<file path="src/hdl/bcc_pkg.sv">
// Types and constants shared by the button click classifier modules.
`default_nettype none
package bcc_pkg;

	localparam int unsigned TickW  = 16;
	localparam int unsigned ClickW = 4;
	localparam int unsigned EventW = 3;
	localparam int unsigned CfgIdxW = 2;
	localparam int unsigned CfgDataW = 16;

	localparam logic [TickW-1:0]  TickMax  = '1;
	localparam logic [ClickW-1:0] ClickMax = '1;

	localparam logic [TickW-1:0] DebounceReset  = 16'd500;
	localparam logic [TickW-1:0] LongClickReset = 16'd1000;

	// Event codes carried on the result channel
	typedef enum logic [EventW-1:0] {
		EV_NONE   = 3'd0,
		EV_CLICK  = 3'd1,
		EV_LONG   = 3'd2,
		EV_DOUBLE = 3'd3,
		EV_MULTI  = 3'd4
	} bcc_event_t;

	// Configuration register indexes
	typedef enum logic [CfgIdxW-1:0] {
		REG_ACTIVE_LEVEL = 2'd0,
		REG_DEBOUNCE     = 2'd1,
		REG_LONG_CLICK   = 2'd2
	} bcc_reg_t;

	typedef struct packed {
		logic              active_level;
		logic [TickW-1:0]  debounce_ticks;
		logic [TickW-1:0]  long_click_ticks;
	} bcc_cfg_t;

	typedef struct packed {
		logic              prev_level;
		logic [TickW-1:0]  ticks;
		logic [ClickW-1:0] clicks;
		bcc_event_t        pending;
	} bcc_state_t;

endpackage
`default_nettype wire

</file>
<file path="src/hdl/bcc_if.sv">
// Valid/ready channel interfaces for the tick samples and the click results.
`default_nettype none
interface bcc_sample_if;
	logic valid;
	logic ready;
	logic pin_level;

	modport source (output valid, output pin_level, input ready);
	modport sink (input valid, input pin_level, output ready);
endinterface

interface bcc_event_if;
	logic       valid;
	logic       ready;
	logic [2:0] event_code;
	logic [3:0] click_count;

	modport source (output valid, output event_code, output click_count, input ready);
	modport sink (input valid, input event_code, input click_count, output ready);
endinterface
`default_nettype wire

</file>
<file path="src/hdl/bcc_tick_logic.sv">
// Next-state logic of the classifier for one tick.
`default_nettype none
module bcc_tick_logic
	import bcc_pkg::*;
(
	input  bcc_cfg_t   cfg,
	input  bcc_state_t cur,
	input  logic       pin_level,
	output bcc_state_t nxt
);

	logic [TickW-1:0]  elapsed;
	logic [ClickW-1:0] clicks_base;
	logic              pressed;
	logic              press_edge;
	logic              gather;
	logic              resolve;
	bcc_event_t        kind;

	// Saturating tick count, clearing after a shown event, press and resolve decisions
	always_comb begin
		elapsed     = (cur.ticks == TickMax) ? cur.ticks : cur.ticks + 1'b1;
		clicks_base = (cur.pending != EV_NONE) ? '0 : cur.clicks;
		pressed     = (pin_level == cfg.active_level);
		press_edge  = pressed && (cur.prev_level != cfg.active_level);
		gather      = press_edge && ((clicks_base == '0) || (elapsed < cfg.debounce_ticks))
			&& (clicks_base != ClickMax);
		resolve     = !press_edge && !pressed && (clicks_base != '0)
			&& (elapsed >= cfg.debounce_ticks);
	end

	// Event kind from the clicks gathered
	always_comb begin
		case (clicks_base)
			4'd0:    kind = EV_NONE;
			4'd1:    kind = (elapsed > cfg.long_click_ticks) ? EV_LONG : EV_CLICK;
			4'd2:    kind = EV_DOUBLE;
			default: kind = EV_MULTI;
		endcase
	end

	always_comb begin
		nxt.prev_level = pin_level;
		nxt.ticks      = press_edge ? '0 : elapsed;
		nxt.clicks     = gather ? clicks_base + 1'b1 : clicks_base;
		nxt.pending    = resolve ? kind : EV_NONE;
	end

endmodule
`default_nettype wire

</file>
<file path="src/hdl/button_click_classifier_core.sv">
// Top level of the button click classifier: state, configuration and result register.
//
// Usage: every sample item on "samples" is one tick carrying the pin level. For
// each accepted sample exactly one result item leaves on "events": the event code
// (none, click, long click, double click, multi click) and the clicks gathered in
// the current sequence. An event shows on exactly one result item.
// The result of a sample is in the output register in the cycle after the
// sample is accepted. Throughput: one sample per cycle while results are taken;
// the combinational tick counter, click counter and previous level update sets it.
// Stall: samples.ready is high while the result register is empty or being taken
// in the same cycle, so a stalled receiver holds the result and stops input after
// one waiting result.
// Reset (arst_n low): active level 0, debounce 500 ticks, long click 1000 ticks,
// previous level released, counters cleared, no result pending.
// Configuration: cfg_we writes cfg_data to register cfg_index (0 active level,
// 1 debounce ticks, 2 long click ticks); other indexes are ignored. Write only
// while the block is idle.
`default_nettype none
module button_click_classifier_core
	import bcc_pkg::*;
(
	input  logic                clk,
	input  logic                arst_n,
	input  logic                cfg_we,
	input  logic [CfgIdxW-1:0]  cfg_index,
	input  logic [CfgDataW-1:0] cfg_data,
	bcc_sample_if.sink          samples,
	bcc_event_if.source         events
);

	bcc_cfg_t   cfg_q;
	bcc_state_t state_q;
	bcc_state_t state_nxt;
	logic       out_valid_q;
	bcc_event_t event_q;
	logic [ClickW-1:0] count_q;
	logic       in_take;

	// Configuration registers
	always_ff @(posedge clk or negedge arst_n) begin
		if (!arst_n) begin
			cfg_q.active_level     <= 1'b0;
			cfg_q.debounce_ticks   <= DebounceReset;
			cfg_q.long_click_ticks <= LongClickReset;
		end else if (cfg_we) begin
			case (bcc_reg_t'(cfg_index))
				REG_ACTIVE_LEVEL: cfg_q.active_level     <= cfg_data[0];
				REG_DEBOUNCE:     cfg_q.debounce_ticks   <= cfg_data[TickW-1:0];
				REG_LONG_CLICK:   cfg_q.long_click_ticks <= cfg_data[TickW-1:0];
				default: ;
			endcase
		end
	end

	assign samples.ready = !out_valid_q || events.ready;
	assign in_take       = samples.valid && samples.ready;

	bcc_tick_logic u_tick (
		.cfg       (cfg_q),
		.cur       (state_q),
		.pin_level (samples.pin_level),
		.nxt       (state_nxt)
	);

	// Classifier state, updated once per accepted item
	always_ff @(posedge clk or negedge arst_n) begin
		if (!arst_n) begin
			state_q.prev_level <= 1'b1;
			state_q.ticks      <= '0;
			state_q.clicks     <= '0;
			state_q.pending    <= EV_NONE;
		end else if (in_take) begin
			state_q <= state_nxt;
		end
	end

	// Result register
	always_ff @(posedge clk or negedge arst_n) begin
		if (!arst_n) begin
			out_valid_q <= 1'b0;
		end else if (in_take) begin
			out_valid_q <= 1'b1;
		end else if (events.ready) begin
			out_valid_q <= 1'b0;
		end
	end

	always_ff @(posedge clk) begin
		if (in_take) begin
			event_q <= state_nxt.pending;
			count_q <= state_nxt.clicks;
		end
	end

	assign events.valid       = out_valid_q;
	assign events.event_code  = event_q;
	assign events.click_count = count_q;

`ifndef SYNTHESIS
	// A pending event always comes with gathered clicks
	a_event_has_clicks: assert property (@(posedge clk) disable iff (!arst_n)
		state_q.pending != EV_NONE |-> state_q.clicks != '0)
		else $error("event pending with no clicks gathered");

	// An event never shows on two consecutive items
	a_event_one_tick: assert property (@(posedge clk) disable iff (!arst_n)
		in_take && state_q.pending != EV_NONE |=> state_q.pending == EV_NONE)
		else $error("event shown for more than one tick");

	// Long click only for a single click
	a_long_single: assert property (@(posedge clk) disable iff (!arst_n)
		out_valid_q && event_q == EV_LONG |-> count_q == 4'd1)
		else $error("long click reported with click count other than one");
`endif

endmodule
`default_nettype wire
</file>
<file path="src/flat_wrapper.sv">
// flat-port wrapper written by rule: the top's interface ports become plain ports
module button_click_classifier_core_flat import bcc_pkg::*;
  (clk, arst_n, cfg_we, cfg_index, cfg_data, samples_valid, samples_pin_level, samples_ready, events_valid, events_event_code, events_click_count, events_ready);
  bcc_sample_if samples_i ();
  bcc_event_if events_i ();
  input  logic clk;
  input  logic arst_n;
  input  logic cfg_we;
  input  logic [CfgIdxW-1:0] cfg_index;
  input  logic [CfgDataW-1:0] cfg_data;
  input wire logic [$bits(samples_i.valid)-1:0] samples_valid;
  input wire logic [$bits(samples_i.pin_level)-1:0] samples_pin_level;
  output wire logic [$bits(samples_i.ready)-1:0] samples_ready;
  output wire logic [$bits(events_i.valid)-1:0] events_valid;
  output wire logic [$bits(events_i.event_code)-1:0] events_event_code;
  output wire logic [$bits(events_i.click_count)-1:0] events_click_count;
  input wire logic [$bits(events_i.ready)-1:0] events_ready;
  assign samples_i.valid = samples_valid;
  assign samples_i.pin_level = samples_pin_level;
  assign samples_ready = samples_i.ready;
  assign events_valid = events_i.valid;
  assign events_event_code = events_i.event_code;
  assign events_click_count = events_i.click_count;
  assign events_i.ready = events_ready;
  button_click_classifier_core u_core (.clk(clk), .arst_n(arst_n), .cfg_we(cfg_we), .cfg_index(cfg_index), .cfg_data(cfg_data), .samples(samples_i), .events(events_i));
endmodule
</file>
<file path="config.mk">
export PLATFORM = sky130hd
export DESIGN_NAME = button_click_classifier_core_flat
export DESIGN_NICKNAME = d
export VERILOG_FILES = /design/src/hdl/bcc_pkg.sv /design/src/hdl/bcc_if.sv /design/src/hdl/bcc_tick_logic.sv /design/src/hdl/button_click_classifier_core.sv /design/src/flat_wrapper.sv
export SDC_FILE = /design/constraint.sdc
export NUM_CORES = 1
export LEC_CHECK = 0
export ABC_AREA = 1
export BUFFER_PORTS_ARGS = -buffer_cell sky130_fd_sc_hd__clkbuf_2
export CAP_MARGIN = 20
export CORE_MARGIN = 1
export CORE_UTILIZATION = 55
export CTS_BUF_LIST = sky130_fd_sc_hd__clkbuf_8
export DETAILED_ROUTE_END_ITERATION = 12
export GPL_ROUTABILITY_DRIVEN = 0
export PLACE_DENSITY = 0.74
export REMOVE_ABC_BUFFERS = 1
export SYNTH_ARGS = -nofsm -noshare
export SYNTH_HDL_FRONTEND = slang
export SYNTH_SLANG_ARGS = --single-unit
export TNS_END_PERCENT = 10
</file>
<file path="constraint.sdc">
create_clock -name clk -period 4 [get_ports clk]
set_input_delay 0.8 -clock clk [delete_from_list [all_inputs] [get_ports clk]]
set_output_delay 0.8 -clock clk [all_outputs]
set_load 0.02 [all_outputs]
</file>
==> results by group, run 1 <==
Route
  • Drt wl/cell: 12.8 µm
  • Vias per inst: 5.11
  • Drt first pass iters: 4
  • Post-route ant nets: 0
  • Iter 0 DRT Violations: 190
  • Drt drc: 0
  • Vias: around 3200
  • DRT Wirelength: 7950 µm

Setup path
  • R2R Path End: u_core.events.click_count[1]$_DFFE_PP_
  • Setup crit start kind: register
  • CP Max Fanout: 7
  • Required @ worst endpoint: 4110 ps
  • Reg2Reg Launch Point: u_core.state_q[7]$_DFFE_PN0P_
  • Setup CP Type: reg2reg
  • WP data arrival: 3410 ps
  • R2R Setup Slk: 700 ps
  • Worst R2R Path Depth: 18
  • Kind of end point of the critical path: register

Power and ir drop
  • Pleak: 2.28 nW
  • Power per cell area: 462 mW/mm²
  • Worst VDD drop: 0.188 mV

Synth
  • Yosys warns: 0
  • #FFs+latches synth: 65
  • Distinct cells, synth: between 40 and 50
  • Top cells by area, synth: dfrtp_1 (28%), ha_1 (11%), nand2_1 (9.8%), dfstp_2 (8.6%), inv_1 (8.0%)
  • Sequential area share after synthesis: 0.422
  • Share of the synthesized area in the top cell type: 0.283
  • Post-Synthesis Cells: a little under 500
  • Synth area leader: dfrtp_1
  • Syn Std Cell Area: approximately 0.0040 mm²
  • Average size of a mapped cell: roughly 8 µm²

Clock tree
  • H-tree levels: 3
  • Clock transition at path regs: 80 ps
  • Post-CTS Hold Buffers: 0
  • Sink Count: 65
  • Cells resized by post-CTS repair: 0
  • Num CTS Buffers: 9
  • Clock Path Buffers: 2
  • CTS tree: built
  • Clock tree root driver cell: clkbuf_8
  • Post-CTS Setup Inserts: 0
  • Clock Latency Late Sink: 350 ps

Timing
  • Worst hold margin: 486 ps
  • Fmax: 303 MHz
  • Final Hold Viols: 0
  • Fin. max-slew vios: 0
  • Worst slew pin tran: a little over 900 ps
  • Setup violations, final: 0
  • Clock period minus worst slack: 3300 ps
  • Final Cycle Share: 0.825
  • Layout Skew: ~13 ps
  • RSZ-0062 raised after global routing: false
  • Setup TNS: 0 ps
  • Worst slew margin: 0.390

Floorplanning
  • Core area: 0.00687 mm²
  • Row count: 30
  • Initial Util: 0.578
  • Die W: 87.0 µm
  • Vert. Die Dim: between 80 and 90 µm
  • I/O Pins: 33
  • Die area: 0.00757 mm²

Place
  • Area after DPL: ~0.0042 mm²
  • Detailed placement HPWL: 6000 µm
  • Buffers added on ports: 32

Global routing
  • Pin count of the biggest net entering global routing: 36
  • Gr ovfl total: 0
  • Initial antenna violation count: 0
  • GRT Total Usage: 0.239
  • Vias in the first global route: ~3200
  • First-pass GRT wire length: ~14000 µm

Final layout
  • Nets: 579
  • Layout cells sized above 1: 0.194
  • Fillers: 606
  • Ant. Diodes: 0
  • Post-route cell area: 0.00443 mm²
  • Layout area overhead: 11.6%

Flow run
  • Max-cap viol count: 0

Hold path
  • Hold Crit Start: u_core.cfg_q[10]$_DFFE_PN0P_
  • WHS Endpoint: u_core.cfg_q[10]$_DFFE_PN0P_
  • Hold path depth: 2
  • Worst Hold Class: reg2reg

Status
  • Outcome: finished clean
## through the flow
| stage | total power, mW | util | instances | worst slack [ps] |
|---|---|---|---|---|
| 6_report | 2.05 | 0.646 | 621 | 701 |
| 4_1_cts | 2.06 | 0.639 | 619 | 716 |
| 5_1_grt | 2.22 | 0.646 | 621 | 367 |
| 2_1_floorplan | 1.39 | - | 473 | 1190 |
| 3_5_place_dp | 1.58 | 0.616 | 603 | 738 |
| 3_3_place_gp | 1.55 | 0.616 | 603 | 822 |
## cells in the mapped netlist (all sizes together)
cell    count
a21o        1
a21oi      17
a22o        3
a31oi       3
and2        3
buf         2
clkbuf      7
clkinv      3
dfrtp      45
dfstp      13
edfxtp      7
ha         35
inv        89
nand2     119
nand3      21
nand3b      2
nand4       3
nor2       27
nor3        8
nor4        2
o211ai      3
o21ai      48
o21bai      2
o22ai       7
xnor2       2
xor2       10
## how the worst max path moves through the flow
stage                                  startpoint                                      to
floorplan           u_core.state_q[7]$_DFFE_PN0P_  u_core.events.click_count[1]$_DFFE_PP_
global placement    u_core.state_q[7]$_DFFE_PN0P_  u_core.events.click_count[1]$_DFFE_PP_
detailed placement  u_core.state_q[7]$_DFFE_PN0P_  u_core.events.click_count[0]$_DFFE_PP_
CTS                 u_core.state_q[7]$_DFFE_PN0P_  u_core.events.click_count[0]$_DFFE_PP_
global route        u_core.state_q[7]$_DFFE_PN0P_           u_core.state_q[1]$_DFFE_PN0P_
finish              u_core.state_q[7]$_DFFE_PN0P_  u_core.events.click_count[1]$_DFFE_PP_
## kinds of logic (layout without fill, tap and decap cells)
logic type / after synthesis / count (layout) / share of synthesized area
xor+xnor: 12 / 12 / 0.0283
flops: 65 / 65 / 0.422
simple gates: 185 / 185 / 0.222
compound gates: 84 / 84 / 0.120
buf+inv: 101 / 144 / 0.0967
fa+ha+maj: 35 / 35 / 0.110
## layout make-up
cell class	instances	area, µm²	area share
timing repair buffer	36	218	0.0491
clock inverter	7	38.8	0.00875
sequential	65	1680	0.378
clock buffer	9	124	0.0279
multi-input combinational	316	1910	0.431
tap	96	120	0.0271
inverter	92	345	0.0779
## state kept, by name, indices dropped and copies added, names as in the netlist
name / count
u_core.events.event_code: 3
u_core.events.valid: 1
u_core.events.click_count: 4
u_core.cfg_q: 33
u_core.state_q: 24
## cells in the final DEF, fill, tap and decap left out, types with 3 or more instances in the layout
cell type  synthesis  layout
inv_2              4       4
nand3_2            3       3
o21ai_0           45      45
nand2_1          104     104
xor2_1             9       9
nand2_2           13      13
clkbuf_8           0       9
clkinv_1           3       3
nor2_1            18      18
clkbuf_2           0      32
a22o_1             3       3
edfxtp_1           7       7
clkinv_2           0       4
dfrtp_1           45      45
nor2_2             7       7
inv_1             85      86
and2_1             3       3
o22ai_1            7       7
a21oi_1           17      17
o211ai_1           3       3
ha_1              35      35
nor3_1             6       6
nand3_1           18      18
dfstp_2           13      13
## per-layer routing
| layer | share of wire | up-vias | global-route usage | wire length [µm] |
|---|---|---|---|---|
| met3 | 0.039 | 23 | 0.0341 | 309 |
| met2 | 0.47 | 73 | 0.407 | 3770 |
| met5 | 0 | - | 0 | 0 |
| met1 | 0.45 | 1449 | 0.295 | 3610 |
| met4 | 0.033 | 0 | 0.123 | 263 |
| li1 | - | 1626 | - | - |
## power by group
group | internal [mW] | switching (mW) | leakage (nW)
Combinational | 0.255 | 0.437 | 1.41
Clock | 0.218 | 0.261 | 0.0860
Sequential | 0.801 | 0.0793 | 0.790
## critical path, cell delays in order (launching register included)
cell and delay [ps]:
dfrtp_1 430, ha_1 250, nand2_2 90, nor2_2 40, nand2_2 110, nor2_2 90, nor4_2 280, xor2_1 220
inv_1 90, ha_1 330, a21oi_1 180, o21ai_0 110, nand2_1 80, o211ai_1 120, nor2_1 150, nand2_2 110
nand2_4 100, nand3b_1 100, and2_1 170
Power figures use the tool's default switching activity.
==> inputs of run 2 (changes only) <==
==> constraint.sdc (replaced) <==
create_clock -name clk -period 3.3 [get_ports clk]
set_input_delay 0.66 -clock clk [delete_from_list [all_inputs] [get_ports clk]]
set_output_delay 0.66 -clock clk [all_outputs]
set_load 0.02 [all_outputs]
==> run 2 against run 1 <==
Count of clock-buffer cells in the layout is 1 higher. Setup slack got worse by 550 ps. Hold slack got worse by 180 ps. Critical path depth grew 2. Critical endpoint unchanged. Critical path type unchanged. Largest cell class unchanged. Total power grew 26%. Non-clock buffer count is 17 higher. Via count increased by 3.1%. Fmax up 4.7%.
==> results by group, run 2 (same netlist as run 1, synthesis figures left out) <==
Timing
  • Setup TNS: 0 ps (unchanged)
  • Worst slew pin tran: 609 ps (-306 ps)
  • Fmax: 317 MHz (+4.7%)
  • Layout Skew: 13.6 ps (+0.792 ps)
  • Fin. max-slew vios: 0 (unchanged)
  • Final Cycle Share: 0.955 (+0.130)
  • Setup violations, final: 0 (unchanged)
  • Worst slew margin: 0.594 (+0.204)
  • Clock period minus worst slack: 3150 ps (-148 ps)
  • Final Hold Viols: 0 (unchanged)

Setup path
  • WP data arrival: 3270 ps (-140 ps)
  • Setup crit start kind: register
  • CP Max Fanout: 7 (unchanged)
  • Slowest-stage cell, CP: dfrtp_2
  • Setup CP Type: reg2reg
  • Top cell by count, worst path: nand2_2
  • Kind of end point of the critical path: register
  • Required @ worst endpoint: 3410 ps (-700 ps)
  • CP max stage delay: 410 ps (-20 ps)
  • Crit path cell chain: ha_4 -> nand2_2 -> nor2_2 -> nand2_2 -> nor2_4 -> nor2_1 -> inv_1 -> nor2_2 -> nand2_2 -> xor2_4 -> ha_4 -> nand2_1 -> o21ai_1 -> a21oi_1 -> nor2_1 -> nor2_1 -> nand2_2 -> nand2_4 -> nand3b_1 -> and2_1

Clock tree
  • H-tree levels: 3 (unchanged)
  • Clock tree root driver cell: clkbuf_8
  • Sink Count: 65 (unchanged)
  • Clock Latency Late Sink: 350 ps (about the same)
  • Num CTS Buffers: 9 (unchanged)
  • Post-CTS Hold Buffers: 0 (unchanged)
  • CTS tree: built
  • Clock transition at path regs: 80 ps (about the same)
  • Clock Path Buffers: 2 (unchanged)

Power and ir drop
  • NetSw: 0.965 mW (+24%)
  • Pleak: 2.37 nW (+3.9%)
  • Power per cell area: 554 mW/mm² (+20%)
  • Part of the power in registers: 0.415 (-0.014)
  • Sw Ratio: 0.374 (-0.00466)
  • Internal power: 1.61 mW (+27%)
  • Worst VDD drop: 0.286 mV (+52%)
  • Clock share of power: 0.224 (-0.009)
  • Logic pwr share: 0.361 (+0.023)
  • Power, Total: 2.58 mW (+26%)

Global routing
  • GRT Total Usage: 0.241 (+0.00233)
  • Vias in the first global route: 3186 (-0.59%)
  • Initial antenna violation count: 0 (unchanged)
  • Pin count of the biggest net entering global routing: 33 (-8.3%)
  • First-pass GRT wire length: 14000 µm (+0.25%)
  • Gr ovfl total: 0 (unchanged)

Final layout
  • Most flops, register: u_core.cfg_q
  • Max FFs per register: 33 (unchanged)
  • Most common cell after layout, fill and taps aside: nand2_1
  • Ant. Diodes: 0 (unchanged)
  • Fillers: 575 (-5.1%)
  • Nets: 596 (+2.9%)
  • Commonest non-fill, non-tap cells in the layout: nand2_1 (104), inv_1 (86), o21ai_0 (42), dfrtp_1 (42)
  • Layout cells sized above 1: 0.253 (+0.0585)
  • Layout area overhead: 17.2%
  • Cell Count, Final, Fillers Out: 638 (+2.7%)

Floorplanning
  • Initial Util: 0.578 (unchanged)
  • I/O Pins: 33 (unchanged)
  • Vert. Die Dim: 87.0 µm (unchanged)
  • Core area: 0.00687 mm² (unchanged)
  • Die W: 87.0 µm (unchanged)
  • Row count: 30 (unchanged)
  • Die area: 0.00757 mm² (unchanged)

Place
  • Buffers added on ports: 32 (unchanged)
  • Detailed placement HPWL: 6040 µm (+0.58%)
  • Placed insts: 612 (+1.5%)

Hold path
  • Worst Hold Class: in2async

Route
  • Post-route ant nets: 0 (unchanged)
  • Vias per inst: 5.13 (+0.37%)
  • DRT Wirelength: 8240 µm (+3.6%)
  • Iter 0 DRT Violations: 96 (-49%)
  • Drt drc: 0 (unchanged)
  • Vias: 3270 (+3.1%)
  • Drt wl/cell: 12.9 µm (+0.86%)
  • Drt first pass iters: 4 (unchanged)

Status
  • Outcome: finished clean

Flow run
  • Max-cap viol count: 0 (unchanged)
==> run 2: cell count changes in the layout (fill, tap and decap cells not counted), sizes merged <==
cell | before | now
inv | 90 | 91
buf | 4 | 21
clkbuf | 41 | 42
clkinvlp | 2 | 0
==> run 2: per-layer routing <==
layer | vias to the layer above | GRT usage | share of wire
li1 | 1656 | - | -
met1 | 1529 | 0.295 | 0.45
met2 | 62 | 0.409 | 0.48
met3 | 23 | 0.0360 | 0.032
met4 | 0 | 0.133 | 0.032
met5 | - | 0 | 0
==> run 2: area by class of cell <==
type,instances,area [µm²],area share
Clock buffer,10,138,0.0296
Clock inverter,6,27.5,0.00591
Inverter,92,345,0.0742
Multi-Input combinational cell,316,2030,0.435
Sequential cell,65,1680,0.361
Tap cell,96,120,0.0258
Timing Repair Buffer,53,318,0.0683
==> run 2: worst max-delay path: cells and delay by family (launching register included) <==
| kind | cells | cell delay, ps |
|---|---|---|
| compound gates | 2 | 320 |
| xor+xnor | 1 | 210 |
| fa+ha+maj | 2 | 380 |
| buf+inv | 1 | 80 |
| flops | 1 | 410 |
| simple gates | 14 | 1510 |
==> run 2: path summary, 6_finish.rpt <==
path                                                from                                     end  slack (ps)  cells after the start
setup / recovery           u_core.state_q[8]$_DFFE_PN0P_  u_core.events.click_count[1]$_DFFE_PP_         150                     20
hold / removal                                    arst_n             u_core.cfg_q[4]$_DFFE_PN0P_         310                      1
setup reg to reg           u_core.state_q[8]$_DFFE_PN0P_  u_core.events.click_count[1]$_DFFE_PP_         150                     20
max in group asynchronous                         arst_n             u_core.cfg_q[5]$_DFFE_PN1P_        2220                      2
min in group clk            u_core.cfg_q[27]$_DFFE_PN0P_            u_core.cfg_q[27]$_DFFE_PN0P_         490                      2
hold reg to reg             u_core.cfg_q[27]$_DFFE_PN0P_            u_core.cfg_q[27]$_DFFE_PN0P_         490                      2
==> run 2: power groups by stage <==
stage	combinational, mW	clock, mW	sequential [mW]
finish	0.930	0.579	1.07
global route	1.07	0.632	1.09
CTS	0.855	0.598	1.07
detailed placement	0.848	0	1.08
global placement	0.817	0	1.08
floorplan	0.610	0	1.08
==> run 2: stage by stage <==
stage	area [µm²]	util	setup slack, ps	hold slack, ps
3_5_place_dp	4300	0.626	-12.9	470
4_1_cts	4470	0.650	30.1	321
3_3_place_gp	4300	0.626	106	465
2_1_floorplan	3930	-	489	364
6_report	4660	0.678	148	310
5_1_grt	4660	0.678	-44.0	370
==> run 2: repair_timing <==
| item | CTS | global route |
|---|---|---|
| endpoints found under the setup margin | 2 | 14 |
| setup buffers | 0 | 10 |
| pin swaps | 0 | 13 |
| endpoints found under the hold margin | 0 | 0 |
| resized for setup | 1 | 25 |
